`src/rtl/core/u8dec_pkg.sv`:
```
`timescale 1ns / 1ps
// ----------------------------------------------------------------------------
// u8dec_pkg
// Shared types, constants and the lead byte decode for the UTF-8 decoder.
// ----------------------------------------------------------------------------
package u8dec_pkg;

    localparam int OBUF_DEPTH = 4;
    localparam int BYTE_W     = 8;
    localparam int CP_W       = 16;

    localparam logic [7:0] LEAD_BAD_MIN = 8'hF0;
    localparam logic [7:0] LEAD3_MIN    = 8'hE0;
    localparam logic [7:0] LEAD2_MIN    = 8'hC0;
    localparam logic [7:0] CONT_MIN     = 8'h80;
    localparam logic [7:0] CONT_MASK    = 8'hC0;
    localparam logic [7:0] CONT_TAG     = 8'h80;

    localparam logic [1:0] PEND_NONE = 2'd0;
    localparam logic [1:0] PEND_ONE  = 2'd1;
    localparam logic [1:0] PEND_TWO  = 2'd2;

    typedef struct packed {
        logic [CP_W-1:0] code_point;
        logic            invalid;
        logic            last;
    } result_t;

    typedef struct packed {
        logic [1:0] n;
        result_t    r0;
        result_t    r1;
    } step_t;

    typedef struct packed {
        logic            has_result;
        result_t         res;
        logic [1:0]      pend;
        logic [CP_W-1:0] pv;
    } lead_t;

    function automatic lead_t lead_decode(logic [BYTE_W-1:0] b);
        lead_t l;
        l.has_result     = 1'b1;
        l.res.code_point = '0;
        l.res.invalid    = 1'b1;
        l.res.last       = 1'b1;
        l.pend           = PEND_NONE;
        l.pv             = '0;
        if (b >= LEAD_BAD_MIN) begin
            l.has_result = 1'b1;
        end else if (b >= LEAD3_MIN) begin
            l.has_result = 1'b0;
            l.pend       = PEND_TWO;
            l.pv         = {b[3:0], 12'd0};
        end else if (b >= LEAD2_MIN) begin
            l.has_result = 1'b0;
            l.pend       = PEND_ONE;
            l.pv         = {5'd0, b[4:0], 6'd0};
        end else if (b >= CONT_MIN) begin
            l.has_result = 1'b1;
        end else begin
            l.res.code_point = {8'd0, b};
            l.res.invalid    = 1'b0;
        end
        return l;
    endfunction

endpackage

```
`src/rtl/core/u8dec_step.sv`:
```
`timescale 1ns / 1ps
// ----------------------------------------------------------------------------
// u8dec_step
// Sequence state and per-byte decode; yields zero, one or two results.
// ----------------------------------------------------------------------------
module u8dec_step
    import u8dec_pkg::*;
(
    input  logic              aclk,
    input  logic              aresetn,
    input  logic              take,
    input  logic [BYTE_W-1:0] byte_in,
    output step_t             step
);

    logic [1:0]      pending_reg, pending_next;
    logic [CP_W-1:0] pv_reg, pv_next;
    logic            is_cont;
    lead_t           lead;
    logic [CP_W-1:0] pv_sum;

    assign is_cont = ((byte_in & CONT_MASK) == CONT_TAG);
    assign lead    = lead_decode(byte_in);
    assign pv_sum  = (pending_reg >= PEND_TWO) ? pv_reg + {4'd0, byte_in[5:0], 6'd0}
                                               : pv_reg + {10'd0, byte_in[5:0]};

    always_comb begin
        step         = '0;
        pending_next = pending_reg;
        pv_next      = pv_reg;
        if (pending_reg == PEND_NONE) begin
            step.n       = {1'b0, lead.has_result};
            step.r0      = lead.res;
            pending_next = lead.pend;
            pv_next      = lead.has_result ? pv_reg : lead.pv;
        end else if (is_cont) begin
            if (pending_reg >= PEND_TWO) begin
                pending_next = PEND_ONE;
                pv_next      = pv_sum;
            end else begin
                step.n             = 2'd1;
                step.r0.code_point = pv_sum;
                step.r0.invalid    = 1'b0;
                step.r0.last       = 1'b1;
                pending_next       = PEND_NONE;
                pv_next            = '0;
            end
        end else begin
            step.n          = lead.has_result ? 2'd2 : 2'd1;
            step.r0.invalid = 1'b1;
            step.r0.last    = ~lead.has_result;
            step.r1         = lead.res;
            pending_next    = lead.pend;
            pv_next         = lead.has_result ? '0 : lead.pv;
        end
    end

    always_ff @(posedge aclk) begin
        if (!aresetn) begin
            pending_reg <= PEND_NONE;
            pv_reg      <= '0;
        end else if (take) begin
            pending_reg <= pending_next;
            pv_reg      <= pv_next;
        end
    end

    a_pend_range: assert property (@(posedge aclk) disable iff (!aresetn)
        pending_reg != 2'd3) else $error("pending count out of range");

    a_idle_clear: assert property (@(posedge aclk) disable iff (!aresetn)
        (pending_reg == PEND_NONE) |-> (pv_reg == '0))
        else $error("partial value left over with nothing pending");

    a_broken_err: assert property (@(posedge aclk) disable iff (!aresetn)
        (pending_reg != PEND_NONE && !is_cont) |-> (step.n != 2'd0 && step.r0.invalid))
        else $error("broken sequence without error result");

endmodule

```
`src/rtl/core/u8dec_obuf.sv`:
```
`timescale 1ns / 1ps
// ----------------------------------------------------------------------------
// u8dec_obuf
// Result buffer: takes up to two results per cycle, hands out one per request.
// ----------------------------------------------------------------------------
module u8dec_obuf
    import u8dec_pkg::*;
#(
    parameter int DEPTH = OBUF_DEPTH
) (
    input  logic    aclk,
    input  logic    aresetn,
    input  logic    push,
    input  step_t   step,
    output logic    room,
    output logic    out_valid,
    input  logic    out_ready,
    output result_t out_data
);

    localparam int PTR_W = $clog2(DEPTH);
    localparam int CNT_W = $clog2(DEPTH + 1);

    result_t             mem [DEPTH];
    logic [PTR_W-1:0]    wr_ptr_reg, wr_ptr_next;
    logic [PTR_W-1:0]    rd_ptr_reg, rd_ptr_next;
    logic [CNT_W-1:0]    count_reg, count_next;
    logic [1:0]          n_in;
    logic                pop;
    logic [PTR_W-1:0]    wr_ptr_p1;

    assign n_in      = push ? step.n : 2'd0;
    assign pop       = out_valid && out_ready;
    assign out_valid = (count_reg != '0);
    assign room      = (count_reg <= CNT_W'(DEPTH - 2));
    assign out_data  = mem[rd_ptr_reg];
    assign wr_ptr_p1 = wr_ptr_reg + PTR_W'(1);

    always_comb begin
        wr_ptr_next = wr_ptr_reg + PTR_W'(n_in);
        rd_ptr_next = rd_ptr_reg + PTR_W'(pop);
        count_next  = count_reg + CNT_W'(n_in) - CNT_W'(pop);
    end

    always_ff @(posedge aclk) begin
        if (n_in != 2'd0) begin
            mem[wr_ptr_reg] <= step.r0;
        end
        if (n_in == 2'd2) begin
            mem[wr_ptr_p1] <= step.r1;
        end
    end

    always_ff @(posedge aclk) begin
        if (!aresetn) begin
            wr_ptr_reg <= '0;
            rd_ptr_reg <= '0;
            count_reg  <= '0;
        end else begin
            wr_ptr_reg <= wr_ptr_next;
            rd_ptr_reg <= rd_ptr_next;
            count_reg  <= count_next;
        end
    end

    a_no_overflow: assert property (@(posedge aclk) disable iff (!aresetn)
        count_reg <= CNT_W'(DEPTH)) else $error("result buffer overflow");

    a_push_room: assert property (@(posedge aclk) disable iff (!aresetn)
        push |-> room) else $error("push without room");

    a_drain: assert property (@(posedge aclk) disable iff (!aresetn)
        (pop && n_in == 2'd0) |=> (count_reg == $past(count_reg) - CNT_W'(1)))
        else $error("count did not drop on request");

endmodule

```
`src/rtl/core/utf8_byte_stream_decoder.sv`:
```
`timescale 1ns / 1ps
// ----------------------------------------------------------------------------
// utf8_byte_stream_decoder
// UTF-8 to 16-bit code point decoder, one byte per request.
//
// Input channel s_*: one raw byte per request in s_tdata.
// Result channel m_*: m_tdata carries the code point, m_tuser flags an
// invalid or unsupported sequence (code point 0), m_tlast marks the last
// result caused by one input byte. A byte that breaks a sequence gives an
// error result and is then decoded again as a lead byte, so one byte can
// give two results; lead bytes of two- and three-byte sequences and inner
// continuation bytes give none. A result enters the registered buffer when
// the byte that completes it is taken. Throughput: one byte per cycle while
// s_tready is high; the decode is a single level of masking and adding in
// front of a four-entry result buffer, which can take two results per cycle.
// s_tready drops while fewer than two buffer entries are free, so a
// stalled receiver holds the input back after at most a few bytes.
// Reset clears the sequence state and empties the buffer.
// ----------------------------------------------------------------------------
module utf8_byte_stream_decoder
    import u8dec_pkg::*;
#(
    parameter int DEPTH = OBUF_DEPTH
) (
    input  logic              aclk,
    input  logic              aresetn,
    input  logic              s_tvalid,
    output logic              s_tready,
    input  logic [BYTE_W-1:0] s_tdata,   // [7:0] byte_in
    output logic              m_tvalid,
    input  logic              m_tready,
    output logic [CP_W-1:0]   m_tdata,   // [15:0] code_point
    output logic              m_tuser,   // [0] invalid
    output logic              m_tlast
);

    logic    take;
    step_t   step;
    result_t head;

    assign take = s_tvalid && s_tready;

    u8dec_step u_step (
        .aclk    (aclk),
        .aresetn (aresetn),
        .take    (take),
        .byte_in (s_tdata),
        .step    (step)
    );

    u8dec_obuf #(
        .DEPTH (DEPTH)
    ) u_obuf (
        .aclk      (aclk),
        .aresetn   (aresetn),
        .push      (take),
        .step      (step),
        .room      (s_tready),
        .out_valid (m_tvalid),
        .out_ready (m_tready),
        .out_data  (head)
    );

    assign m_tdata = head.code_point;
    assign m_tuser = head.invalid;
    assign m_tlast = head.last;

endmodule
```
`config.mk`:
```
export PLATFORM = sky130hd
export DESIGN_NAME = utf8_byte_stream_decoder
export DESIGN_NICKNAME = d
export VERILOG_FILES = /design/src/rtl/core/u8dec_pkg.sv /design/src/rtl/core/u8dec_step.sv /design/src/rtl/core/u8dec_obuf.sv /design/src/rtl/core/utf8_byte_stream_decoder.sv
export SDC_FILE = /design/constraint.sdc
export NUM_CORES = 1
export LEC_CHECK = 0
export ABC_CLOCK_PERIOD_IN_PS = 2800
export BUFFER_PORTS_ARGS = -buffer_cell sky130_fd_sc_hd__buf_2
export CORE_MARGIN = 2
export CORE_UTILIZATION = 55
export DETAILED_ROUTE_END_ITERATION = 8
export GPL_ROUTABILITY_DRIVEN = 0
export PLACE_DENSITY = 0.76
export SYNTH_ARGS = -nofsm -noshare
export SYNTH_HDL_FRONTEND = slang
export SYNTH_HIERARCHICAL = 1
export SYNTH_SLANG_ARGS = --single-unit
```
`constraint.sdc`:
```
create_clock -name aclk -period 2.8 [get_ports aclk]
set_clock_uncertainty 0.15 [all_clocks]
set_input_delay 0.56 -clock aclk [delete_from_list [all_inputs] [get_ports aclk]]
set_output_delay 0.56 -clock aclk [all_outputs]
set_load 0.02 [all_outputs]
```
# Yosys cells after proc, flatten, opt, wreduce, memory -nomap -nowiden
# Memories as Yosys holds them, arrays and structs flattened. A register that Yosys moved wholly into a read port is not among the register bits.
# Index checks and enable logic that the tools add are counted.
[totals]
reg_bits = 25
mem_bits_rw = 72
wordCells = 62
n_memories = 1
[memory_table]
columns = ["memory", "depth", "word_bits", "rd", "rd_clocked_by_memory_dff", "write_ports", "line_no", "rtl"]
rows = [
  ["u_obuf.mem", 4, 18, 1, 1, 2, "u8dec_obuf.sv:24", "result_t mem [DEPTH];"],
]
[op_classes]
add_sub_neg = 7
order_cmp = 6
n_eq_ne = 3
n_mux = 33
bitwise = 1
n_reduce_logical = 6
[op_table]
columns = ["operator", "count"]
rows = [
  ["2-to-1 mux 16 bit", 7],
  ["2-to-1 mux 18 bit", 4],
  ["2-to-1 mux 17 bit", 4],
  ["greater-or-equal comparator 8 bit (second input constant)", 4],
  ["2-to-1 mux 20 bit", 1],
  ["2-to-1 mux 19 bit", 1],
  ["adder 16 x 12 -> 16 bit", 1],
  ["adder 16 x 6 -> 16 bit", 1],
  ["2-to-1 mux 2 bit", 7],
  ["2-to-1 mux 9 bit", 1],
  ["2-to-1 mux 1 bit", 8],
  ["== test 2 bit (second input constant)", 2],
  ["adder 3 x 2 -> 3 bit", 1],
  ["<= comparator 3 x 2 -> 1 bit (second input constant)", 1],
  ["nonzero test 3 bit", 1],
  ["subtractor 3 x 1 -> 3 bit", 1],
  ["adder 2 x 1 -> 2 bit", 1],
  ["adder 2 x 1 -> 2 bit (second input constant)", 1],
  ["adder 2 bit", 1],
  ["greater-or-equal comparator 2 bit (second input constant)", 1],
  ["logical AND 1 bit", 2],
  ["logical NOT 2 bit", 1],
  ["!= test 2 bit (second input constant)", 1],
  ["AND reduction 2 bit", 1],
  ["other kinds (2)", 2],
]

# Longest topological paths before layout
[logic_depth]
depth_word = 11
ltp_mapped = 13
mapped_depth_nobuf = 13

# Hierarchy
# The synthesis kept the hierarchy.
[modules_own_cells]
columns = ["mod", "n_inst", "cells_each", "area_each_um2"]
rows = [
  ["u8dec_obuf", 1, 225, 3993.8],
  ["u8dec_step", 1, 246, 1878.1],
  ["utf8_byte_stream_decoder", 1, 1, 6.3],
]

# Least setup slack after synthesis
# Ideal clock, no wire load.
[synth_path]
path_type = "input to register"
startpoint = "input port s_tdata[7]"
endpoint = "memory u_obuf/mem[1][0] in the netlist's numbering, enable pin"
setup_time_ns = 0.392
arrival_ns = 2.226
required_ns = 2.258
setup_slack_ns = 0.032
cell_stages = 7
path_buffers = 1
path_cell_list = "buf_4 -> a21oi_1 -> a211oi_1 -> a21oi_1 -> mux2_2 -> nand2_1 -> nor2_1"
[synth_rtl]
columns = ["item", "line_no", "rtl"]
rows = [
  ["from (decl)", "utf8_byte_stream_decoder.sv:29", "input logic [BYTE_W-1:0] s_tdata,"],
  ["to (decl)", "u8dec_obuf.sv:24", ""],
]

==> impl_metrics.csv <==
group,metric,value,unit
clocking,cts_buffer_depth,2,
setup_path,cp_num_buf_inv,1,
final_layout,final_cell_count_no_fill,669,
placed_design,place_inst,653,
routing,drc_errors,0,
final_layout,synthToLayoutAreaGrowth,12.24,%
grt,grt_max_degree,22,
final_layout,drive_gt1_share,36.40,%
grt,overflow,0,
power_and_ir_drop,power.leakage,2.467,nW
clocking,cts-buffers-inserted,9,
clocking,htreeDepth,3,
run,cap_violations,0,
yosys,ys_warn_count,6,
floorplan,die_h,107.4,um
routing,wl_per_cell,18.85,um
final_layout,seq_area,2663,sq um
setup_path,cpPeakStageDelay,340,ps
yosys,syn_area_per_cell,12.45,sq um
setup_path,cp.required,2780,ps
timing,tightest_slew,548.2,ps
placed_design,hpwlAfterDp,8.796,mm
yosys,synth_cell_types,72,
floorplan,rows,37,
timing,hold_viol,0,
floorplan,coreArea,10370,sq um
timing,relSlewSlack,63.07,%
timing,finalCriticalPeriod,2608,ps
placed_design,io_buffers,31,
final_layout,largest_register_ffs,72,
timing,slew_violations,0,
power_and_ir_drop,peakVddDrop,266.3,uV
floorplan,die_w,107.4,um
clocking,clk_pin_slew,100,ps
clocking,clock-sinks,97,
setup_path,end_kind,"flop",
setup_path,critical_path.top_delay_family,"compound AO/OA/AOI/OAI gates",
clocking,cts_tree,"done",
routing,first_pass_iters,4,
floorplan,initial_core_util,56.68,%
setup_path,crit_type,"reg2reg",
power_and_ir_drop,powerDensity,617.0,nW/um^2
yosys,ys.flop_type,"edfxtp_1",
final_layout,fill_cells,816,
setup_path,cp_max_fo,6,
final_layout,final_cell_mix,"edfxtp_1 (72), mux2_2 (63), buf_2 (31), nor2_1 (31), buf_4 (28)",
setup_path,crit_chain,"ha_1 -> inv_1 -> fa_1 -> nor2b_4 -> o31ai_4 -> a21boi_2 -> or3_1 -> a32o_1 -> mux2_2",
grt,antenna_found_initial,0,
grt,grt_pass1_vias,3990,
setup_path,critPathSlowestCell,"o31ai_4",
routing,drtIter0Drc,269,
yosys,synthCells,472,
min_path,hold_path.class,"reg2reg",
timing,hold_ws,328.1,ps
floorplan,dieArea,11530,sq um
routing,via_per_inst,5.955,
floorplan,ioPinCount,32,
placed_design,dpl_cell_area,6409,sq um
timing,fmax,383.5,MHz
yosys,syn_area,5878,sq um
final_layout,nets,558,
routing,vias,3984,
final_layout,antenna_cells,0,
yosys,ys_ff_latch,97,
grt,grt_pass1_wl,20.84,mm
clocking,clock_latency,370,ps
grt,track_usage,23.52,%
run_status,status,"finished clean",
setup_path,cp_data_arrival_time,2590,ps
final_layout,final_area,6598,sq um
timing,min_period_over_period,93.13,%
timing,setup_viol,0,
final_layout,final_common_cell,"edfxtp_1",
routing,postRouteAntennaNets,0,
yosys,ys_seq_area_share,45.30,%
routing,drt-total-wl,12.61,mm
final_layout,multi_input_comb_area,2990,sq um
yosys,synthArstFlopShare,0,%
timing,rsz0062_at_grt,"no",
yosys,synth-edff-count,72,
clocking,clockRootBuffer,"clkbuf_8",
setup_path,cp-start-kind,"flop",
final cells by class:
cell class              instances  share of cell area (%)
clock buffers                   9                   1.877
flip-flops and latches         97                   40.36
well taps                     136                   2.579
repair buffers                 68                   8.269
inverters                      12                  0.6827
clock inverters                 7                  0.9103
multi-input cells             340                   45.33
metal layers:
metal  up-vias  track usage [%]  part of all wire, %
li1       1885                -                    -
met1      1971            32.40                   45
met2       111            38.47                   48
met3        17            2.663                  5.1
met4         0            8.883                  1.6
met5         -                0                    0
cell usage after synthesis (all sizes together), types with 2 or more instances:
| cell type | n | share of area [%] |
|---|---|---|
| a211oi | 11 | 1.6 |
| clkbuf | 7 | 0.64 |
| and2 | 22 | 2.4 |
| xnor2 | 12 | 1.8 |
| inv | 12 | 0.77 |
| mux4 | 18 | 6.9 |
| xor2 | 5 | 0.74 |
| mux2 | 74 | 15 |
| or4 | 2 | 0.26 |
| fa | 3 | 1.0 |
| nand3b | 2 | 0.47 |
| edfxtp | 72 | 37 |
| mux2i | 3 | 0.51 |
| o211ai | 4 | 0.51 |
| nand2b | 2 | 0.21 |
| nor2 | 32 | 2.1 |
| o21a | 5 | 0.64 |
| nand2 | 23 | 1.5 |
| o21ai | 20 | 1.8 |
| a22o | 2 | 0.30 |
| a32oi | 3 | 0.45 |
| a21oi | 15 | 1.3 |
| o31ai | 3 | 0.62 |
| ha | 15 | 3.2 |
| nand4 | 2 | 0.32 |
| and3 | 2 | 0.23 |
| o21bai | 2 | 0.26 |
| dfxtp | 25 | 8.5 |
| nor3 | 9 | 0.96 |
| nor2b | 5 | 0.79 |
| a31oi | 2 | 0.32 |
| a221oi | 2 | 0.30 |
| a21o | 2 | 0.26 |
| buf | 24 | 3.1 |
| nor3b | 5 | 0.72 |
| nand3 | 8 | 0.68 |
| or3 | 3 | 0.32 |
where the power goes:
group	switching, mW	internal, mW	leakage [nW]
registers	0.0971	1.71	0.869
logic	0.740	0.649	1.51
clock network	0.538	0.340	0.0901
through the flow:
step	power (mW)	setup WS (ps)	setup TNS, ps	util (%)
after global routing	4.279	46.94	0	63.62
final	4.071	192.3	0	63.62
after detailed placement	3.231	-160.4	-1095	61.80
after CTS	4.108	154.9	0	63.57
after global placement	3.188	-83.39	-401.9	61.80
after floorplan	2.807	31.65	0	-
final timing paths:
kind               startpoint               end  slack, ps  cells after the start
max reg2reg  u_step/pv_reg[0]  u_obuf/mem[2][8]        190                      9
max          u_step/pv_reg[0]  u_obuf/mem[2][8]        190                      9
min reg2reg  u_step/pv_reg[3]  u_step/pv_reg[3]        330                      1
min          u_step/pv_reg[3]  u_step/pv_reg[3]        330                      1
what timing repair did:
action	CTS	global route
setup buffers	0	0
endpoints found under the setup margin	0	1
hold buffers	0	0
gates resized for setup	0	1
logic make-up (layout without fill, tap and decap cells):
family | count (synthesis) | count (layout) | synth area share [%]
AND/OR/NAND/NOR | 122 | 122 | 11.64
flip-flops | 97 | 97 | 45.30
multiplexers | 95 | 95 | 22.22
AO/OA/AOI/OAI | 79 | 79 | 9.515
buffers and inverters | 43 | 96 | 4.512
adder cells (fa/ha/maj) | 18 | 18 | 4.215
XOR/XNOR | 17 | 17 | 2.533
other | 1 | 9 | 0.06380
No activity file was read; power rests on OpenSTA's default activity.
